## src/rtl/mtt_pkg.sv

```systemverilog
// Shared types and constants for the markup tag tokenizer.
`timescale 1ns / 1ps

package mtt_pkg;

    localparam int QUEUE_DEPTH = 4;

    localparam logic [2:0] KIND_TEXT   = 3'd0;
    localparam logic [2:0] KIND_START  = 3'd1;
    localparam logic [2:0] KIND_END    = 3'd2;
    localparam logic [2:0] KIND_ANAME  = 3'd3;
    localparam logic [2:0] KIND_AVALUE = 3'd4;
    localparam logic [2:0] KIND_CLOSED = 3'd5;

    localparam logic [7:0] CH_LT    = 8'h3C;
    localparam logic [7:0] CH_GT    = 8'h3E;
    localparam logic [7:0] CH_SLASH = 8'h2F;
    localparam logic [7:0] CH_EQ    = 8'h3D;
    localparam logic [7:0] CH_QUOTE = 8'h22;
    localparam logic [7:0] CH_SPACE = 8'h20;
    localparam logic [7:0] CH_TAB   = 8'h09;
    localparam logic [7:0] CH_LF    = 8'h0A;
    localparam logic [7:0] CH_CR    = 8'h0D;

    typedef struct packed {
        logic [2:0] kind;
        logic [7:0] data;
        logic       has;
        logic       tok_end;
    } res_t;

    // First result plus a flag for a trailing tag closed marker.
    typedef struct packed {
        res_t r0;
        logic two;
    } bundle_t;

    typedef struct packed {
        logic lt;
        logic gt;
        logic slash;
        logic stop;
        logic ws;
    } cls_t;

    function automatic cls_t classify(input logic [7:0] c);
        cls_t k;
        k.lt    = (c == CH_LT);
        k.gt    = (c == CH_GT);
        k.slash = (c == CH_SLASH);
        k.stop  = (c == CH_EQ) || (c == CH_SPACE) || (c == CH_QUOTE);
        k.ws    = (c == CH_SPACE) || (c == CH_TAB) || (c == CH_LF) || (c == CH_CR);
        return k;
    endfunction

endpackage

```

## src/rtl/mtt_front.sv

```systemverilog
// Front end: classify each byte, advance the parser mode, build a result bundle.
`timescale 1ns / 1ps

module mtt_front (
    input  logic             clk,
    input  logic             rst_n,
    input  logic             accept,
    input  logic [7:0]       in_byte,
    output logic             bundle_valid,
    output mtt_pkg::bundle_t bundle
);
    import mtt_pkg::*;

    typedef enum logic [3:0] {
        M_IDLE        = 4'd0,
        M_TEXT        = 4'd1,
        M_LT          = 4'd2,
        M_START_NAME  = 4'd3,
        M_END_NAME    = 4'd4,
        M_ATTR_FIRST  = 4'd5,
        M_ATTR_NAME   = 4'd6,
        M_SKIP        = 4'd7,
        M_VALUE       = 4'd8,
        M_AFTER_VALUE = 4'd9
    } mode_t;

    mode_t mode_reg, mode_next;
    cls_t  k;

    always_comb
    begin
        k = classify(in_byte);
        mode_next = mode_reg;
        bundle_valid = 1'b0;
        bundle.two = 1'b0;
        bundle.r0.kind = KIND_TEXT;
        bundle.r0.data = 8'd0;
        bundle.r0.has = 1'b0;
        bundle.r0.tok_end = 1'b1;
        unique case (mode_reg)
            M_TEXT:
            begin
                bundle_valid = 1'b1;
                if (k.lt)
                begin
                    mode_next = M_LT;
                end
                else if (k.stop || k.gt)
                begin
                    mode_next = M_IDLE;
                end
                else
                begin
                    bundle.r0.data = in_byte;
                    bundle.r0.has = 1'b1;
                    bundle.r0.tok_end = 1'b0;
                end
            end
            M_LT, M_START_NAME:
            begin
                bundle.r0.kind = KIND_START;
                if (mode_reg == M_LT && k.slash)
                begin
                    mode_next = M_END_NAME;
                end
                else if (k.stop)
                begin
                    bundle_valid = 1'b1;
                    mode_next = M_ATTR_FIRST;
                end
                else if (k.gt)
                begin
                    bundle_valid = 1'b1;
                    bundle.two = 1'b1;
                    mode_next = M_IDLE;
                end
                else
                begin
                    bundle_valid = 1'b1;
                    bundle.r0.data = in_byte;
                    bundle.r0.has = 1'b1;
                    bundle.r0.tok_end = 1'b0;
                    mode_next = M_START_NAME;
                end
            end
            M_END_NAME:
            begin
                bundle_valid = 1'b1;
                bundle.r0.kind = KIND_END;
                if (k.stop || k.gt)
                begin
                    mode_next = M_IDLE;
                end
                else
                begin
                    bundle.r0.data = in_byte;
                    bundle.r0.has = 1'b1;
                    bundle.r0.tok_end = 1'b0;
                end
            end
            M_ATTR_FIRST, M_ATTR_NAME:
            begin
                bundle_valid = 1'b1;
                bundle.r0.kind = KIND_ANAME;
                if (mode_reg == M_ATTR_FIRST && k.gt)
                begin
                    bundle.r0.kind = KIND_CLOSED;
                    mode_next = M_IDLE;
                end
                else if (k.stop)
                begin
                    mode_next = M_SKIP;
                end
                else if (k.gt)
                begin
                    mode_next = M_VALUE;
                end
                else
                begin
                    bundle.r0.data = in_byte;
                    bundle.r0.has = 1'b1;
                    bundle.r0.tok_end = 1'b0;
                    mode_next = M_ATTR_NAME;
                end
            end
            M_SKIP:
            begin
                mode_next = M_VALUE;
            end
            M_VALUE:
            begin
                bundle_valid = 1'b1;
                bundle.r0.kind = KIND_AVALUE;
                if (k.stop)
                begin
                    mode_next = M_AFTER_VALUE;
                end
                else if (k.gt)
                begin
                    bundle.two = 1'b1;
                    mode_next = M_IDLE;
                end
                else
                begin
                    bundle.r0.data = in_byte;
                    bundle.r0.has = 1'b1;
                    bundle.r0.tok_end = 1'b0;
                end
            end
            M_AFTER_VALUE:
            begin
                if (k.gt)
                begin
                    bundle_valid = 1'b1;
                    bundle.r0.kind = KIND_CLOSED;
                    mode_next = M_IDLE;
                end
                else
                begin
                    mode_next = M_ATTR_NAME;
                end
            end
            default:
            begin
                if (k.lt)
                begin
                    mode_next = M_LT;
                end
                else if (k.ws || k.gt)
                begin
                    mode_next = M_IDLE;
                end
                else
                begin
                    bundle_valid = 1'b1;
                    bundle.r0.data = in_byte;
                    bundle.r0.has = 1'b1;
                    bundle.r0.tok_end = 1'b0;
                    mode_next = M_TEXT;
                end
            end
        endcase
    end

    always_ff @(posedge clk or negedge rst_n)
    begin
        if (!rst_n)
        begin
            mode_reg <= M_IDLE;
        end
        else if (accept)
        begin
            mode_reg <= mode_next;
        end
    end

endmodule

```

## src/rtl/mtt_queue.sv

```systemverilog
// Short queue of result bundles between the front end and the back end.
`timescale 1ns / 1ps

module mtt_queue #(
    parameter int DEPTH = mtt_pkg::QUEUE_DEPTH
) (
    input  logic             clk,
    input  logic             rst_n,
    input  logic             wr_en,
    input  mtt_pkg::bundle_t wr_data,
    input  logic             rd_en,
    output mtt_pkg::bundle_t rd_data,
    output logic             full,
    output logic             empty
);
    import mtt_pkg::*;

    localparam int PW = (DEPTH > 1) ? $clog2(DEPTH) : 1;
    localparam int CW = $clog2(DEPTH + 1);
    localparam logic [PW-1:0] LAST = PW'(DEPTH - 1);

    bundle_t         mem_reg [DEPTH];
    logic [PW-1:0]   wr_ptr_reg, rd_ptr_reg;
    logic [CW-1:0]   count_reg;
    logic            do_wr, do_rd;

    assign full    = (count_reg == CW'(DEPTH));
    assign empty   = (count_reg == '0);
    assign rd_data = mem_reg[rd_ptr_reg];
    assign do_wr   = wr_en && !full;
    assign do_rd   = rd_en && !empty;

    always_ff @(posedge clk)
    begin
        if (do_wr)
        begin
            mem_reg[wr_ptr_reg] <= wr_data;
        end
    end

    always_ff @(posedge clk or negedge rst_n)
    begin
        if (!rst_n)
        begin
            wr_ptr_reg <= '0;
            rd_ptr_reg <= '0;
            count_reg  <= '0;
        end
        else
        begin
            if (do_wr)
            begin
                wr_ptr_reg <= (wr_ptr_reg == LAST) ? '0 : wr_ptr_reg + PW'(1);
            end
            if (do_rd)
            begin
                rd_ptr_reg <= (rd_ptr_reg == LAST) ? '0 : rd_ptr_reg + PW'(1);
            end
            if (do_wr && !do_rd)
            begin
                count_reg <= count_reg + CW'(1);
            end
            else if (do_rd && !do_wr)
            begin
                count_reg <= count_reg - CW'(1);
            end
        end
    end

endmodule

```

## src/rtl/mtt_back.sv

```systemverilog
// Back end: unpack bundles into single results and hold them on the result ports.
`timescale 1ns / 1ps

module mtt_back (
    input  logic             clk,
    input  logic             rst_n,
    input  logic             q_empty,
    input  mtt_pkg::bundle_t q_data,
    output logic             q_pop,
    input  logic             pop,
    output logic             empty,
    output logic [2:0]       token_kind,
    output logic [7:0]       token_byte,
    output logic             has_byte,
    output logic             token_end,
    output logic             last_result
);
    import mtt_pkg::*;

    bundle_t cur_reg;
    logic    valid_reg;
    logic    idx_reg;
    logic    done;

    assign empty       = !valid_reg;
    assign last_result = idx_reg || !cur_reg.two;
    assign token_kind  = idx_reg ? KIND_CLOSED : cur_reg.r0.kind;
    assign token_byte  = idx_reg ? 8'd0 : cur_reg.r0.data;
    assign has_byte    = idx_reg ? 1'b0 : cur_reg.r0.has;
    assign token_end   = idx_reg ? 1'b1 : cur_reg.r0.tok_end;
    assign done        = valid_reg && pop && last_result;
    assign q_pop       = (!valid_reg || done) && !q_empty;

    always_ff @(posedge clk)
    begin
        if (q_pop)
        begin
            cur_reg <= q_data;
        end
    end

    always_ff @(posedge clk or negedge rst_n)
    begin
        if (!rst_n)
        begin
            valid_reg <= 1'b0;
            idx_reg   <= 1'b0;
        end
        else if (q_pop)
        begin
            valid_reg <= 1'b1;
            idx_reg   <= 1'b0;
        end
        else if (done)
        begin
            valid_reg <= 1'b0;
            idx_reg   <= 1'b0;
        end
        else if (valid_reg && pop)
        begin
            idx_reg <= 1'b1;
        end
    end

endmodule

```

## src/rtl/markup_tag_tokenizer.sv

```systemverilog
// Top level of the markup tag tokenizer.
`timescale 1ns / 1ps
//
// Input: one raw markup byte per request on in_byte, taken at a rising edge
// with push high and full low. Results: the oldest result sits on token_kind,
// token_byte, has_byte, token_end and last_result while empty is low, and is
// taken at a rising edge with pop high. A byte causes zero, one or two results;
// last_result marks the final one of each byte.
// Path: the first result of a byte is written into the bundle queue at the edge
// that takes the byte and moves on into the output stage once that stage is free.
// Throughput: one byte per cycle while full is low and each byte causes at most one
// result; the result port moves one result per cycle while pop is high, so a byte
// with two results holds it longer. The queue (QUEUE_DEPTH entries) absorbs this.
// When the receiver stalls, results wait in the output stage and the queue;
// full rises once the queue is filled and drops as results are popped.
// Reset clears the parser mode to idle between tokens and empties the queue
// and the output stage.
//
module markup_tag_tokenizer #(
    parameter int QUEUE_DEPTH = mtt_pkg::QUEUE_DEPTH
) (
    input  logic       clk,
    input  logic       rst_n,
    input  logic       push,
    output logic       full,
    input  logic [7:0] in_byte,
    output logic       empty,
    input  logic       pop,
    output logic [2:0] token_kind,
    output logic [7:0] token_byte,
    output logic       has_byte,
    output logic       token_end,
    output logic       last_result
);
    import mtt_pkg::*;

    logic    accept;
    logic    bundle_valid;
    bundle_t bundle;
    bundle_t q_data;
    logic    q_empty;
    logic    q_pop;

    assign accept = push && !full;

    mtt_front u_front (
        .clk          (clk),
        .rst_n        (rst_n),
        .accept       (accept),
        .in_byte      (in_byte),
        .bundle_valid (bundle_valid),
        .bundle       (bundle)
    );

    mtt_queue #(
        .DEPTH (QUEUE_DEPTH)
    ) u_queue (
        .clk     (clk),
        .rst_n   (rst_n),
        .wr_en   (accept && bundle_valid),
        .wr_data (bundle),
        .rd_en   (q_pop),
        .rd_data (q_data),
        .full    (full),
        .empty   (q_empty)
    );

    mtt_back u_back (
        .clk         (clk),
        .rst_n       (rst_n),
        .q_empty     (q_empty),
        .q_data      (q_data),
        .q_pop       (q_pop),
        .pop         (pop),
        .empty       (empty),
        .token_kind  (token_kind),
        .token_byte  (token_byte),
        .has_byte    (has_byte),
        .token_end   (token_end),
        .last_result (last_result)
    );

endmodule

```

## config.mk

```make
export PLATFORM = sky130hd
export DESIGN_NAME = markup_tag_tokenizer
export DESIGN_NICKNAME = d
export VERILOG_FILES = /design/src/rtl/mtt_pkg.sv /design/src/rtl/mtt_front.sv /design/src/rtl/mtt_queue.sv /design/src/rtl/mtt_back.sv /design/src/rtl/markup_tag_tokenizer.sv
export SDC_FILE = /design/constraint.sdc
export NUM_CORES = 1
export LEC_CHECK = 0
export BUFFER_PORTS_ARGS = -buffer_cell sky130_fd_sc_hd__buf_2
export CAP_MARGIN = 25
export CORE_MARGIN = 3
export CORE_UTILIZATION = 40
export CTS_CLUSTER_DIAMETER = 150
export DETAILED_ROUTE_END_ITERATION = 16
export PLACE_DENSITY = 0.65
export SLEW_MARGIN = 20
export SYNTH_ARGS = -nofsm -noshare
export SYNTH_HDL_FRONTEND = slang
export SYNTH_HIERARCHICAL = 1
export SYNTH_SLANG_ARGS = --single-unit
```

## constraint.sdc

```tcl
create_clock -name clk -period 4.4 [get_ports clk]
set_input_delay 1.1 -clock clk [delete_from_list [all_inputs] [get_ports clk]]
set_output_delay 1.1 -clock clk [all_outputs]
set_load 0.02 [all_outputs]
```

==> run_results.csv, run 1 <==
group,metric,value,unit
grt,grt_pass1_wl,12.0,mm
sta,final_hold_viol_count,0,
clocking,cts-resized-gates,0,
power_and_ir_drop,leakage,1.62,nW
sta,setup_tns,0,ps
power_and_ir_drop,pwr_density_cell,733,mW/mm2
run,drv_cap,0,
yosys,yosysSeqAreaShare,60.1,%
route,wl_per_cell,16.3,um
route,drt_iter0_drc,148,
worst_setup_path,cp-end-kind,"flip-flop",
route,vias_per_cell,5.23,
yosys,netlist.area_leader.share,52.0,%
power_and_ir_drop,p_total,0.00332,W
route,vias,2285,
route,drt-total-wl,7.11,mm
yosys,syn_nets,290,
grt,grt_antenna_before_repair,0,
yosys,synth_largest_area_cell,"edfxtp_1",
yosys,ys_top_cells_by_area,"edfxtp_1 52%, dfrtp_1 8.1%, mux4_2 7.8%",
sta,holdWs,534,ps
power_and_ir_drop,irDropWorstVdd,300,uV
floorplan,core,0.00977,mm2
grt,grtUsageTotal,13.6,%
clocking,clock_path_buffers,2,
floorplan,io-pin-count,28,
clocking,tritoncts,"done",
hold_path,holdPathStages,1,
worst_setup_path,path_class,"in -> reg",
floorplan,core.rowCount,36,
cells_and_area,area.growth.synth_to_final,12.1,%
placed_design,portBuffers,27,
worst_setup_path,r2r_cells,10,
floorplan,die_h,106,um
yosys,async_flop_share,15.7,%
worst_setup_path,worstPathArrival,3910,ps
sta,skew,12.0,ps
placed_design,hpwl,4.86,mm
clocking,numCtsBuffers,9,
worst_setup_path,r2r_start,"u_front/mode_reg[0]",
grt,grt_max_degree,19,
route,drt-pass1-iter-count,4,
grt,grt_pass1_vias,2303,
hold_path,min_from,"u_queue/count_reg[2]",
sta,relSlewSlack,53.0,%
cells_and_area,largest_reg_flops,56,
route,drc,0,
placed_design,placed_area,0.00428,mm2
placed_design,place.gp.congestion,0.889,
grt,grt_overflow,0,
cells_and_area,nNetsFinal,318,
hold_path,hp-class,"reg -> reg",
worst_setup_path,cp_max_fo,14,
yosys,syn_inst,271,
clocking,h-tree-depth,3,
yosys,synth_flop_cell,"edfxtp_1",
yosys,syn_avg_cell_area,14.9,um2
worst_setup_path,startpoint,"in_byte[6]",
sta,fmax,0.275,GHz
sta,setup_viol,0,
cells_and_area,drive_gt1_share,28.6,%
clocking,path_clk_slew,90,ps
route,ant_nets,0,
sta,fin_crit_sh,82.7,%
run_status,status,"complete, no violations",
worst_setup_path,cp-start-kind,"input pin",
clocking,cts_hold_buf,0,
clocking,clockRootBuffer,"clkbuf_8",
sta,finalCriticalPeriod,3640,ps
cells_and_area,antennaDiodeCount,0,
yosys,synth-seq-cells,83,
sta,worstMarginPinSlew,705,ps
floorplan,die-area,0.0113,mm2
clocking,post_cts_buffers,0,
yosys,yosysWarnings,6,
clocking,cts_sinks,83,
floorplan,fp.dieW,106,um
cells_and_area,stdcell_area,0.00453,mm2
clocking,clkLatencyLatePin,340,ps
yosys,syn-cell-area,0.00404,mm2
yosys,synth-edff-count,70,
floorplan,start_util,41.3,%
worst_setup_path,critical_path_required,4670,ps
sta,rsz0062_at_grt,"no",
yosys,ys_types,68,
sta,drv_slew,0,
## Yosys cell counts (all sizes together), types with 2 or more instances
cell type   n
a21boi      7
a21o        2
a21oi      12
a221oi      3
a31oi       3
a32o        2
and2        6
and2b       4
and3b       2
buf        16
dfrtp      13
edfxtp     70
ha          6
inv         6
mux2        4
mux4       14
nand2      11
nand2b      6
nand3       2
nand4b      2
nor2       10
nor2b      12
nor3        4
nor3b       3
nor4        4
o211ai      3
o21a        2
o21ai       9
o21bai      2
o22a        2
o311ai      3
o31ai       3
or2         5
xor2        2
## cells in the final DEF, fill, tap and decap left out, drive strengths merged, types with 10 or more instances in the layout
cell	synthesis	layout
edfxtp	70	70
dfrtp	13	13
nand2	11	11
nor2	10	10
buf	16	34
mux4	14	14
a21oi	12	12
nor2b	12	12
## where the power goes
group	switching, W	internal [W]
clock network	0.000282	0.000329
logic	0.000693	0.000561
registers	0.000191	0.00126
total	0.00117	0.00215
## cells by family (layout without fill, tap and decap cells)
| logic type | count (synthesis) | count (layout) | synth area share, % |
|---|---|---|---|
| xor gates and xnor gates | 3 | 3 | 0.651 |
| DFF | 83 | 83 | 60.1 |
| muxes | 18 | 18 | 9.11 |
| AOI/OAI and AO/OA | 62 | 62 | 12.2 |
| adders and majority gates | 7 | 7 | 2.35 |
| and+or+nand+nor | 75 | 75 | 12.5 |
| buffers and inverters | 23 | 56 | 3.13 |
## stage by stage
stage                     instances  worst slack, ps  utilization, %
after CTS                       436              794            46.2
after detailed placement        420              425            43.8
final                           437              762            46.3
after global placement          420              501            43.8
after global routing            437              540            46.3
after floorplan                 271              641               -
## metal layers
layer	global-route usage [%]	wire length [um]
met5	0	0
met4	4.75	103
met3	3.52	389
met2	20.0	3240
met1	19.7	3370
## final cells by class
type / count / area [um2]
timing repair buffer: 34 / 195
multi-input combinational: 165 / 1490
sequential: 83 / 2430
clock inverter: 7 / 106
inverter: 6 / 22.5
fill: 877 / 5250
clock buffer: 9 / 124
tap: 133 / 166
## worst paths after layout
kind | end | slack (ps)
setup / recovery | u_queue/count_reg[2] | 760
hold / removal | u_queue/count_reg[2] | 530
setup reg to reg | u_queue/count_reg[1] | 1490
hold reg to reg | u_queue/count_reg[2] | 530
max in group asynchronous | u_back/idx_reg | 3510
min in group asynchronous | u_front/mode_reg[3] | 640
## critical path, cell delays in order
cell	delay (ps)
buf_2	110
nand4bb_4	330
or2_1	380
a22o_1	240
a221oi_2	210
a32o_1	150
and3b_1	140
nor2b_1	180
ha_1	200
inv_1	60
fa_1	370
xor2_1	170
nor2_1	110
xor2_1	150
No activity file was read; power rests on OpenSTA's default activity.
==> run 2: changes to the inputs <==
==> constraint.sdc (replaced) <==
create_clock -name clk -period 3.75 [get_ports clk]
set_input_delay 0.9375 -clock clk [delete_from_list [all_inputs] [get_ports clk]]
set_output_delay 0.9375 -clock clk [all_outputs]
set_load 0.02 [all_outputs]
==> run_results.csv, run 2 (synthesis gave the netlist of run 1 again) <==
group,metric,value,unit
power_and_ir_drop,p_total,0.00379,W
sta,drv_slew,0,
sta,holdWs,477,ps
clocking,cts_hold_buf,0,
cells_and_area,drive_gt1_share,28.8,%
route,drt-pass1-iter-count,4,
grt,grtUsageTotal,13.4,%
power_and_ir_drop,pwr_density_cell,840,mW/mm2
clocking,clkLatencyLatePin,340,ps
placed_design,place.gp.congestion,0.860,
floorplan,die_h,106,um
worst_setup_path,crit_slowest_cell,"nor3_1",
floorplan,fp.dieW,106,um
clocking,path_clk_slew,80,ps
cells_and_area,largest_reg_flops,56,
placed_design,dp_slack,155,ps
clocking,tritoncts,"done",
route,drt_iter0_drc,147,
route,vias_per_cell,5.30,
sta,fin_ws,513,ps
worst_setup_path,critical_path_required,3980,ps
clocking,clock_path_buffers,2,
power_and_ir_drop,leakage,1.61,nW
worst_setup_path,critPathTopFamily,"simple AND/OR/NAND/NOR gates",
placed_design,portBuffers,27,
sta,setup_tns,0,ps
worst_setup_path,cp-start-kind,"input pin",
clocking,cts-resized-gates,0,
grt,grt_antenna_before_repair,0,
sta,fin_crit_sh,86.3,%
worst_setup_path,worstPathArrival,3470,ps
cells_and_area,nNetsFinal,320,
route,drc,0,
power_and_ir_drop,irDropWorstVdd,401,uV
worst_setup_path,path_buf_inv,2,
worst_setup_path,slowest_delay,440,ps
route,drt-total-wl,7.07,mm
clocking,h-tree-depth,3,
clocking,cts_sinks,83,
hold_path,hp-class,"in -> async",
clocking,clockRootBuffer,"clkbuf_8",
cells_and_area,antennaDiodeCount,0,
route,ant_nets,0,
placed_design,hpwl,5.07,mm
sta,rsz0062_at_grt,"no",
run,drv_cap,0,
floorplan,core.rowCount,36,
worst_setup_path,cp-end-kind,"flip-flop",
cells_and_area,mostFrequentLayoutCells,"70 x edfxtp_1, 27 x buf_2, 14 x mux4_2, 13 x dfrtp_1",
clocking,numCtsBuffers,9,
route,wl_per_cell,16.1,um
worst_setup_path,path_cells,"buf_2, nor3_1, a2bb2oi_1, o22a_1, a32o_1, and3b_1, nor2b_1, ha_1, inv_1, fa_1, mux2_2",
grt,grt_overflow,0,
worst_setup_path,path_class,"in -> reg",
sta,worstMarginPinSlew,721,ps
grt,grt_pass1_wl,11.6,mm
sta,skew,7.93,ps
grt,grt_max_degree,19,
route,vias,2326,
clocking,post_cts_buffers,0,
sta,fmax,0.309,GHz
floorplan,die-area,0.0113,mm2
floorplan,start_util,41.3,%
floorplan,io-pin-count,28,
sta,finalCriticalPeriod,3240,ps
cells_and_area,final_common_cell,"edfxtp_1",
sta,final_hold_viol_count,0,
worst_setup_path,cp.depth,11,
sta,setup_viol,0,
run_status,status,"complete, no violations",
worst_setup_path,r2r_cells,10,
cells_and_area,area.growth.synth_to_final,11.6,%
floorplan,core,0.00977,mm2
worst_setup_path,cp_max_fo,7,
sta,relSlewSlack,51.9,%
grt,grt_pass1_vias,2243,
## run 2: cell count changes in the layout (fill, tap and decap cells not counted)
| cell | previous run | this run |
|---|---|---|
| buf_4 | 6 | 8 |
| buf_6 | 0 | 1 |
| buf_8 | 1 | 0 |
| bufinv_16 | 2 | 1 |
| clkinv_1 | 0 | 1 |
| clkinv_2 | 0 | 1 |
| clkinv_4 | 2 | 0 |
| clkinvlp_4 | 0 | 1 |
## run 2: routing by layer
metal	up-vias	wire length, um	GRT usage, %
li1	1115	-	-
met2	54	3510	22.2
met5	-	0	0
met1	1148	3170	17.3
met4	0	96	4.11
met3	9	286	3.70
## run 2: area by class of cell
type	count	area [um2]
fill	880	5270
sequential	83	2430
multi-input combinational	165	1490
timing repair buffer	36	206
tap	133	166
clock buffer	9	124
clock inverter	7	75.1
inverter	6	22.5
## run 2: final timing paths
path / start / to / slack [ps]
worst min register to register: u_queue/count_reg[2] / u_queue/count_reg[2] / 530
worst min-delay path: rst_n / u_back/idx_reg / 480
worst max register to register: u_front/mode_reg[2] / u_queue/count_reg[1] / 840
min in group clk: u_queue/count_reg[2] / u_queue/count_reg[2] / 530
max in group asynchronous: rst_n / u_queue/rd_ptr_reg[0] / 3030
worst max-delay path: in_byte[4] / u_queue/count_reg[1] / 510
## run 2: where the power goes
part / total (W) / internal (W) / switching (W)
clock network: 0.000630 / 0.000313 / 0.000317
logic: 0.00143 / 0.000641 / 0.000793
registers: 0.00172 / 0.00148 / 0.000241
## run 2: stage by stage
| stage | area [um2] | cells | utilization, % |
|---|---|---|---|
| 2_1_floorplan | 4040 | 271 | - |
| 3_3_place_gp | 4300 | 422 | 44.0 |
| 3_5_place_dp | 4300 | 422 | 44.0 |
| 4_1_cts | 4500 | 438 | 46.0 |
| 5_1_grt | 4510 | 439 | 46.1 |
| 6_report | 4510 | 439 | 46.1 |
